## config.mk

```make
export PLATFORM = sky130hd
export DESIGN_NAME = json_string_unescaper_unit
export DESIGN_NICKNAME = d
export VERILOG_FILES = /design/src/rtl/core/jsu_pkg.sv /design/src/rtl/core/jsu_decode.sv /design/src/rtl/core/jsu_obuf.sv /design/src/rtl/core/json_string_unescaper_unit.sv
export SDC_FILE = /design/constraint.sdc
export NUM_CORES = 1
export LEC_CHECK = 0
export ABC_AREA = 1
export BUFFER_PORTS_ARGS = -buffer_cell sky130_fd_sc_hd__buf_2
export CAP_MARGIN = 20
export CORE_MARGIN = 10
export CORE_UTILIZATION = 60
export CTS_CLUSTER_DIAMETER = 30
export DETAILED_ROUTE_END_ITERATION = 12
export PLACE_DENSITY_LB_ADDON = 0.2
export SLEW_MARGIN = 25
export SYNTH_ARGS = -nofsm -noshare
export SYNTH_HDL_FRONTEND = slang
export SYNTH_HIERARCHICAL = 1
export SYNTH_SLANG_ARGS = --single-unit
```

## constraint.sdc

```tcl
create_clock -name clk_i -period 3.55 [get_ports clk_i]
set_input_delay 0.1775 -clock clk_i [delete_from_list [all_inputs] [get_ports clk_i]]
set_output_delay 0.1775 -clock clk_i [all_outputs]
set_load 0.05 [all_outputs]
```

## src/rtl/core/jsu_pkg.sv

```systemverilog
package jsu_pkg;

  typedef enum logic [1:0] {
    MODE_PLAIN,
    MODE_ESC,
    MODE_HEX
  } mode_e;

  localparam logic [7:0] CHR_NUL   = 8'h00;
  localparam logic [7:0] CHR_QUOTE = 8'h22;
  localparam logic [7:0] CHR_BSL   = 8'h5C;
  localparam logic [7:0] CHR_B     = 8'h62;
  localparam logic [7:0] CHR_F     = 8'h66;
  localparam logic [7:0] CHR_N     = 8'h6E;
  localparam logic [7:0] CHR_R     = 8'h72;
  localparam logic [7:0] CHR_T     = 8'h74;
  localparam logic [7:0] CHR_U     = 8'h75;

  localparam logic [7:0] CTL_BS = 8'h08;
  localparam logic [7:0] CTL_FF = 8'h0C;
  localparam logic [7:0] CTL_LF = 8'h0A;
  localparam logic [7:0] CTL_CR = 8'h0D;
  localparam logic [7:0] CTL_HT = 8'h09;

  localparam logic [7:0] UTF8_LEAD2 = 8'hC0;
  localparam logic [7:0] UTF8_LEAD3 = 8'hE0;
  localparam logic [7:0] UTF8_CONT  = 8'h80;
  localparam logic [7:0] UTF8_MASK6 = 8'h3F;
  localparam logic [15:0] UTF8_TWO_LIMIT = 16'h0800;
  localparam logic [15:0] UTF8_ONE_LIMIT = 16'h0080;

  typedef struct packed {
    logic [1:0]      count;
    logic            str_end;
    logic [2:0][7:0] bytes;
  } dec_t;

  function automatic logic [3:0] hex_value(input logic [7:0] c);
    logic [3:0] v;
    v = 4'h0;
    if (c >= 8'h30 && c <= 8'h39) begin
      v = 4'(c - 8'h30);
    end else if (c >= 8'h61 && c <= 8'h66) begin
      v = 4'(c - 8'h57);
    end else if (c >= 8'h41 && c <= 8'h46) begin
      v = 4'(c - 8'h37);
    end
    return v;
  endfunction

endpackage

```

## src/rtl/core/jsu_decode.sv

```systemverilog
module jsu_decode (
  input  logic          clk_i,
  input  logic          rst_ni,
  input  logic          advance_i,
  input  logic [7:0]    byte_i,
  output jsu_pkg::dec_t dec_o
);

  jsu_pkg::mode_e mode_q, mode_d;
  logic [1:0]     digits_q, digits_d;
  logic [15:0]    cp_q, cp_d;
  logic [15:0]    cp_next;

  assign cp_next = {cp_q[11:0], jsu_pkg::hex_value(byte_i)};

  always_comb begin
    mode_d        = mode_q;
    digits_d      = digits_q;
    cp_d          = cp_q;
    dec_o.count   = 2'd0;
    dec_o.str_end = 1'b0;
    dec_o.bytes   = '0;
    unique case (mode_q)
      jsu_pkg::MODE_ESC: begin
        mode_d         = jsu_pkg::MODE_PLAIN;
        dec_o.count    = 2'd1;
        dec_o.bytes[0] = byte_i;
        unique case (byte_i)
          jsu_pkg::CHR_NUL: begin
            dec_o.str_end = 1'b1;
            digits_d      = 2'd0;
            cp_d          = '0;
          end
          jsu_pkg::CHR_B: dec_o.bytes[0] = jsu_pkg::CTL_BS;
          jsu_pkg::CHR_F: dec_o.bytes[0] = jsu_pkg::CTL_FF;
          jsu_pkg::CHR_N: dec_o.bytes[0] = jsu_pkg::CTL_LF;
          jsu_pkg::CHR_R: dec_o.bytes[0] = jsu_pkg::CTL_CR;
          jsu_pkg::CHR_T: dec_o.bytes[0] = jsu_pkg::CTL_HT;
          jsu_pkg::CHR_U: begin
            mode_d      = jsu_pkg::MODE_HEX;
            digits_d    = 2'd0;
            cp_d        = '0;
            dec_o.count = 2'd0;
          end
          default: ;
        endcase
      end
      jsu_pkg::MODE_HEX: begin
        if (byte_i == jsu_pkg::CHR_NUL) begin
          mode_d        = jsu_pkg::MODE_PLAIN;
          digits_d      = 2'd0;
          cp_d          = '0;
          dec_o.count   = 2'd1;
          dec_o.str_end = 1'b1;
        end else if (digits_q == 2'd3) begin
          mode_d   = jsu_pkg::MODE_PLAIN;
          digits_d = 2'd0;
          cp_d     = '0;
          if (cp_next < jsu_pkg::UTF8_ONE_LIMIT) begin
            dec_o.count    = 2'd1;
            dec_o.bytes[0] = cp_next[7:0];
          end else if (cp_next < jsu_pkg::UTF8_TWO_LIMIT) begin
            dec_o.count    = 2'd2;
            dec_o.bytes[0] = jsu_pkg::UTF8_LEAD2 | {3'b000, cp_next[10:6]};
            dec_o.bytes[1] = jsu_pkg::UTF8_CONT | (cp_next[7:0] & jsu_pkg::UTF8_MASK6);
          end else begin
            dec_o.count    = 2'd3;
            dec_o.bytes[0] = jsu_pkg::UTF8_LEAD3 | {4'h0, cp_next[15:12]};
            dec_o.bytes[1] = jsu_pkg::UTF8_CONT | (cp_next[13:6] & jsu_pkg::UTF8_MASK6);
            dec_o.bytes[2] = jsu_pkg::UTF8_CONT | (cp_next[7:0] & jsu_pkg::UTF8_MASK6);
          end
        end else begin
          cp_d     = cp_next;
          digits_d = digits_q + 2'd1;
        end
      end
      default: begin
        mode_d = jsu_pkg::MODE_PLAIN;
        if (byte_i == jsu_pkg::CHR_NUL || byte_i == jsu_pkg::CHR_QUOTE) begin
          digits_d      = 2'd0;
          cp_d          = '0;
          dec_o.count   = 2'd1;
          dec_o.str_end = 1'b1;
        end else if (byte_i == jsu_pkg::CHR_BSL) begin
          mode_d = jsu_pkg::MODE_ESC;
        end else begin
          dec_o.count    = 2'd1;
          dec_o.bytes[0] = byte_i;
        end
      end
    endcase
  end

  always_ff @(posedge clk_i or negedge rst_ni) begin
    if (!rst_ni) begin
      mode_q   <= jsu_pkg::MODE_PLAIN;
      digits_q <= 2'd0;
      cp_q     <= '0;
    end else if (advance_i) begin
      mode_q   <= mode_d;
      digits_q <= digits_d;
      cp_q     <= cp_d;
    end
  end

endmodule

```

## src/rtl/core/jsu_obuf.sv

```systemverilog
module jsu_obuf (
  input  logic          clk_i,
  input  logic          rst_ni,
  input  logic          load_i,
  input  jsu_pkg::dec_t dec_i,
  input  logic          out_stall_i,
  output logic          ready_o,
  output logic          out_valid_o,
  output logic [7:0]    out_byte_o,
  output logic          string_end_o,
  output logic          last_of_run_o
);

  logic [1:0]      cnt_q, cnt_d;
  logic            end_q, end_d;
  logic [2:0][7:0] slot_q, slot_d;
  logic            xfer;

  assign xfer          = (cnt_q != 2'd0) && !out_stall_i;
  assign ready_o       = (cnt_q == 2'd0) || ((cnt_q == 2'd1) && !out_stall_i);
  assign out_valid_o   = cnt_q != 2'd0;
  assign out_byte_o    = slot_q[0];
  assign string_end_o  = end_q;
  assign last_of_run_o = cnt_q == 2'd1;

  always_comb begin
    cnt_d  = cnt_q;
    end_d  = end_q;
    slot_d = slot_q;
    if (load_i && dec_i.count != 2'd0) begin
      cnt_d  = dec_i.count;
      end_d  = dec_i.str_end;
      slot_d = dec_i.bytes;
    end else if (xfer) begin
      cnt_d  = cnt_q - 2'd1;
      slot_d = {8'h00, slot_q[2], slot_q[1]};
    end
  end

  always_ff @(posedge clk_i or negedge rst_ni) begin
    if (!rst_ni) begin
      cnt_q <= 2'd0;
      end_q <= 1'b0;
    end else begin
      cnt_q <= cnt_d;
      end_q <= end_d;
    end
  end

  always_ff @(posedge clk_i) begin
    slot_q <= slot_d;
  end

endmodule

```

## src/rtl/core/json_string_unescaper_unit.sv

```systemverilog
// Stages: input register, combinational decode, result register presenting each result.
// Throughput: one byte per cycle while the output is not stalled; a byte that yields
// two or three UTF-8 bytes holds the input while the result register drains.
// Bytes yielding no result (backslash, u, first three hex digits) only update decode state.
// Reset: asynchronous, active low; clears valid flags and returns to plain mode.
module json_string_unescaper_unit (
  input  logic       clk_i,
  input  logic       rst_ni,
  input  logic       in_valid_i,
  output logic       in_stall_o,
  input  logic [7:0] in_byte_i,
  output logic       out_valid_o,
  input  logic       out_stall_i,
  output logic [7:0] out_byte_o,
  output logic       string_end_o,
  output logic       last_of_run_o
);

  logic          in_valid_q;
  logic [7:0]    in_byte_q;
  logic          buf_ready;
  logic          advance;
  jsu_pkg::dec_t dec;

  assign advance    = in_valid_q && buf_ready;
  assign in_stall_o = in_valid_q && !buf_ready;

  always_ff @(posedge clk_i or negedge rst_ni) begin
    if (!rst_ni) begin
      in_valid_q <= 1'b0;
    end else if (!in_stall_o) begin
      in_valid_q <= in_valid_i;
    end
  end

  always_ff @(posedge clk_i) begin
    if (!in_stall_o && in_valid_i) begin
      in_byte_q <= in_byte_i;
    end
  end

  jsu_decode u_decode (
    .clk_i     (clk_i),
    .rst_ni    (rst_ni),
    .advance_i (advance),
    .byte_i    (in_byte_q),
    .dec_o     (dec)
  );

  jsu_obuf u_obuf (
    .clk_i         (clk_i),
    .rst_ni        (rst_ni),
    .load_i        (advance),
    .dec_i         (dec),
    .out_stall_i   (out_stall_i),
    .ready_o       (buf_ready),
    .out_valid_o   (out_valid_o),
    .out_byte_o    (out_byte_o),
    .string_end_o  (string_end_o),
    .last_of_run_o (last_of_run_o)
  );

  a_end_is_last: assert property (@(posedge clk_i) disable iff (!rst_ni)
    out_valid_o && string_end_o |-> last_of_run_o)
    else $error("end marker not last of run");

  a_end_byte_zero: assert property (@(posedge clk_i) disable iff (!rst_ni)
    out_valid_o && string_end_o |-> out_byte_o == 8'h00)
    else $error("end marker carries nonzero byte");

  a_run_continues: assert property (@(posedge clk_i) disable iff (!rst_ni)
    out_valid_o && !last_of_run_o |=> out_valid_o)
    else $error("run dropped before its last byte");

endmodule

```

Yosys cells after proc, flatten, opt, wreduce, memory -nomap -nowiden
Index checks and enable logic that the tools add are counted.

Register bits after elaboration: 52. Word-level logic and storage cells: 104.

Add/subtract/negate cells: 5. Order comparisons: 8. Equal/unequal tests: 14. Multiplexer cells: 44. Reduce and logical (&&, ||, !) cells: 23.

Operator list (count): 24-bit 2-to-1 mux (4); 8-bit by 7-bit equality test with 1-bit output (second input constant) (7); 12-bit 2-to-1 mux (4); 8-bit one-hot mux with 5 select lines (1); 16-bit 2-to-1 mux (2); 8-bit 2-to-1 mux (4); 2-bit 2-to-1 mux (14); 12-bit one-hot mux with 2 select lines (1); 8-bit by 7-bit >= comparator with 1-bit output (second input constant) (2); 8-bit by 7-bit less-or-equal comparator with 1-bit output (second input constant) (2); 16-bit by 12-bit < comparator with 1-bit output (second input constant) (1); 16-bit by 8-bit < comparator with 1-bit output (second input constant) (1); 8-bit one-hot mux with 2 select lines (1); 14-bit 2-to-1 mux (1); 4-bit 2-to-1 mux (3); 1-bit logical AND (9); 8-bit by 6-bit equality test with 1-bit output (second input constant) (1); 8-bit by 6-bit >= comparator with 1-bit output (second input constant) (1); 8-bit by 6-bit less-or-equal comparator with 1-bit output (second input constant) (1); 8-bit zero test (1); 2-bit one-hot mux with 2 select lines (2); 4-bit by 3-bit subtractor with 4-bit output (second input constant) (2); 1-bit 2-to-1 mux (6); 3-bit one-hot mux with 2 select lines (1); 15 further kinds (22).

Depth between registers and ports, before layout
Depth in word-level cells: 14. Mapped depth: 15. Mapped depth without buffers: 14.

Modules after synthesis
The synthesis kept the hierarchy.

By module, submodules not included: jsu_decode (times used 1, cells an instance 282, area each 1689.1 um^2); jsu_obuf (times used 1, cells an instance 129, area each 1336.3 um^2); json_string_unescaper_unit (times used 1, cells an instance 17, area each 305.3 um^2).

Worst setup path after synthesis
Ideal clock, no wire load.

Path type: register -> register. From: reg in_byte_q[0]. To: reg u_obuf.slot_q, in the netlist u_obuf/out_byte_o[0] (enable). Data arrival time: 2.105 ns. Required time: 3.044 ns. Setup slack: 0.939 ns. Stages on the path, launching flop included: 10. Buffers on the path: 0. Clock period less this slack: 2.611 ns. Cells stage by stage: edfxtp_1 > inv_1 > ha_1 > nand4_4 > nand2_1 > nor2_2 > nand2_1 > a21boi_0 > nand2_2 > nand3_1.

RTL lines: from (decl) (RTL line json_string_unescaper_unit.sv:20) `logic [7:0] in_byte_q;`; from (signal assigned) (RTL line json_string_unescaper_unit.sv:38) `in_byte_q <= in_byte_i;`; to (signal assigned) (RTL line jsu_obuf.sv:51) `slot_q <= slot_d;`; to (decl) (RTL line jsu_obuf.sv:16) `logic [2:0][7:0] slot_q, slot_d;`.

==> results.sh <==
export IMPL_final_nets=464
export IMPL_cp_arrival_ns=2.69
export IMPL_synth_distinct_cells=34
export IMPL_hold_end="in_byte_q[1]$_DFFE_PP_"
export IMPL_drt_first_pass_iters=5
export IMPL_fin_tns_setup_ns=0
export IMPL_die_area_sq_um=8931
export IMPL_seq_area_frac_synth=0.4388
export IMPL_synth_area_sq_um=3331
export IMPL_route_met3_wl_um=449
export IMPL_fp_row_count=27
export IMPL_ys_flop_type="edfxtp_1"
export IMPL_crit_fanout=26
export IMPL_cts_resized=0
export IMPL_post_cts_buffers=0
export IMPL_die_y_um=94.51
export IMPL_dr_total_vias=2677
export IMPL_crit_type="reg2reg"
export IMPL_powerDensity_nw_per_um2=679.6
export IMPL_grt_usage=0.1656
export IMPL_syn_to_final_growth_pct=5.297
export IMPL_r2r_start="in_byte_q[0]$_DFFE_PP_"
export IMPL_r2r_end="u_obuf/slot_q[14]$_DFFE_PP_"
export IMPL_hold_viol_final=0
export IMPL_synth_most_common_cell="nand2_1"
export IMPL_dr_wl_met2_um=3336
export IMPL_drtIter0Drc=194
export IMPL_cts_tree="done"
export IMPL_cts_hold_buf=1
export IMPL_antenna_found_initial=0
export IMPL_clk_latency_ns=0.30
export IMPL_worst_r2r_path_depth=12
export IMPL_cts_sinks=52
export IMPL_drc=0
export IMPL_clock_tree_root_cell="clkbuf_8"
export IMPL_gp_congestion=0.8471
export IMPL_synth_top_area_cell="edfxtp_1"
export IMPL_fmax_mhz=381.3
export IMPL_grt_overflow=0
export IMPL_core_area_sq_um=5439
export IMPL_cp_required_ns=3.62
export IMPL_grt_max_degree=28
export IMPL_cp_end_kind="flop"
export IMPL_cts_path_max_buffers=2
export IMPL_cts_reportedPaths_clkPinSlew_ns=0.10
export IMPL_wl_met1_um=3099
export IMPL_synth_seq_cells=52
export IMPL_p_leak_nw=1.730
export IMPL_grt_pass1_wl_um=12020
export IMPL_ys_async_sr_fraction=0.3846
export IMPL_syn_inst=428
export IMPL_status="completed"
export IMPL_fin_crit_ns=2.622
export IMPL_grt_pass1_vias=2606
export IMPL_initial_core_util=0.6124
export IMPL_top_layer_used="met4"
export IMPL_synth_edf_count=32
export IMPL_slew_viol_final=0
export IMPL_antenna_left=0
export IMPL_vias_per_cell=5.198
export IMPL_hp_start="in_byte_i[1]"
export IMPL_setup_viol=0
export IMPL_rsz0062_at_grt="no"
export IMPL_io_pins=24
export IMPL_final_util=0.6448
export IMPL_routed_wl_um=6998
export IMPL_pre_cts_slack_ns=0.9661
export IMPL_synth_warnings=6
export IMPL_synth_top_area_frac=0.2885
export IMPL_ys_top_cells_by_area="edfxtp_1 (29%), nand2_1 (18%), dfrtp_1 (15%), inv_1 (6.0%), nand3_1 (4.4%)"
export IMPL_antenna_diode_count=0
export IMPL_post_dp_hpwl_um=5305
export IMPL_drive_gt1_frac=0.1580
export IMPL_fill_cells=490
export IMPL_startpoint="in_byte_q[0]$_DFFE_PP_"
export IMPL_peakVddDrop_mv=0.3962
export IMPL_hp_class="in2reg"
export IMPL_holdPathStages=1
export IMPL_drv_cap=0
export IMPL_cp_start_kind="flop"
export IMPL_layout_setup_ws_ns=0.9277
export IMPL_cts_made_buffers=5
export IMPL_syn_area_per_cell_sq_um=7.782
export IMPL_period_share=0.7387
export IMPL_wire_per_inst_um=13.59
export IMPL_htreeDepth=2
export IMPL_io_buffers=23
export IMPL_yosys_top_cells_count="nand2_1 (159), inv_1 (53), nor2_1 (34)"
export IMPL_skew_ns=0.005449
export IMPL_die_width_um=94.51
export IMPL_regToRegSetupSlack_ns=0.93
-- placed cells by master (no fill, tap or decap), drive strengths merged --
cell / Yosys / layout
clkbuf: 0 / 5
o21a: 2 / 2
conb: 1 / 2
dlygate4sd3: 0 / 1
buf: 19 / 24
o211ai: 1 / 1
inv: 58 / 59
o21ai: 14 / 14
o22ai: 5 / 5
a21oi: 6 / 6
ha: 10 / 10
nor2: 49 / 49
bufinv: 0 / 1
a41oi: 1 / 1
a21boi: 1 / 1
clkinv: 0 / 1
dfrtp: 20 / 20
edfxtp: 32 / 32
nand2: 169 / 169
nand3: 34 / 34
nor3: 1 / 1
and2: 1 / 1
nand4: 4 / 4
-- how the worst max path moves through the flow --
stage / depth (start not counted) / to / slack, ns
CTS: 12 / u_obuf/slot_q[14]$_DFFE_PP_ / 0.95
detailed placement: 12 / u_obuf/slot_q[14]$_DFFE_PP_ / 0.97
global placement: 10 / u_obuf/slot_q[22]$_SDFFCE_PN0P_ / 1.12
finish: 12 / u_obuf/slot_q[14]$_DFFE_PP_ / 0.93
global route: 12 / u_obuf/out_byte_o[6]$_DFFE_PP_ / 0.73
floorplan: 9 / u_obuf/out_byte_o[0]$_DFFE_PP_ / 0.94
-- state kept, by name, indices dropped and copies added, names as in the netlist --
signal	cells
in_valid_q	1
in_byte_q	8
u_obuf/string_end_o	1
u_decode/mode_q	2
u_obuf/cnt_q	2
u_decode/cp_q	12
u_decode/digits_q	2
u_obuf/out_byte_o	8
u_obuf/slot_q	16
-- metal layers --
layer	GRT usage	vias up
met1	0.2125	1221
met4	0.06733	0
met3	0.03172	10
met2	0.2689	87
met5	0	-
li1	-	1359
-- report_power, final --
| group | internal (W) | switching (W) | leakage (nW) | total [W] |
|---|---|---|---|---|
| Clock | 0.000214 | 0.000204 | 0.0600 | 0.000418 |
| Combinational | 0.000228 | 0.000753 | 1.08 | 0.000982 |
| Sequential | 0.000901 | 0.0000829 | 0.595 | 0.000984 |
| Total | 0.00134 | 0.00104 | 1.73 | 0.00238 |
-- worst max-delay path, cell delays in order (launching register included) --
cell and delay [ns]:
edfxtp_1 0.51, inv_1 0.21, ha_1 0.29, nand4_4 0.21, nand2_1 0.15, nor2_2 0.06, nand2_1 0.08, a21boi_0 0.23
nand2_2 0.13, nand2_4 0.21, inv_6 0.15, nand2_1 0.09, nand2_1 0.05
-- area by class of cell --
class,count,area (sq um),share of cell area
Sequential cell,52,1461,0.4167
Inverter,58,222.7,0.06350
Tap cell,72,90.09,0.02569
Timing Repair Buffer,25,132.6,0.03782
Clock buffer,5,68.82,0.01962
Clock inverter,3,46.29,0.01320
Multi-Input combinational cell,300,1485,0.4235
-- per-stage QoR --
step           total power, W  hold slack [ns]  cells  cell area (sq um)
2_1_floorplan        0.001879          -0.1181    429               3334
3_3_place_gp         0.001967           0.1454    506               3382
3_5_place_dp         0.001982           0.1447    506               3382
4_1_cts              0.002405          0.03074    515               3507
5_1_grt              0.002537          0.02530    515               3507
6_report             0.002384          0.03991    515               3507
-- kinds of logic (layout without fill, tap and decap cells) --
family                   count (synthesis)  after routing  share of synthesized area
other                                    1              2                   0.001126
AND/OR/NAND/NOR                        258            258                     0.3527
AO/OA/AOI/OAI                           30             30                    0.05334
buffers and inverters                   77             91                     0.1165
adder cells (fa/ha/maj)                 10             10                    0.03757
flip-flops                              52             52                     0.4388
No activity file was read; power rests on OpenSTA's default activity.
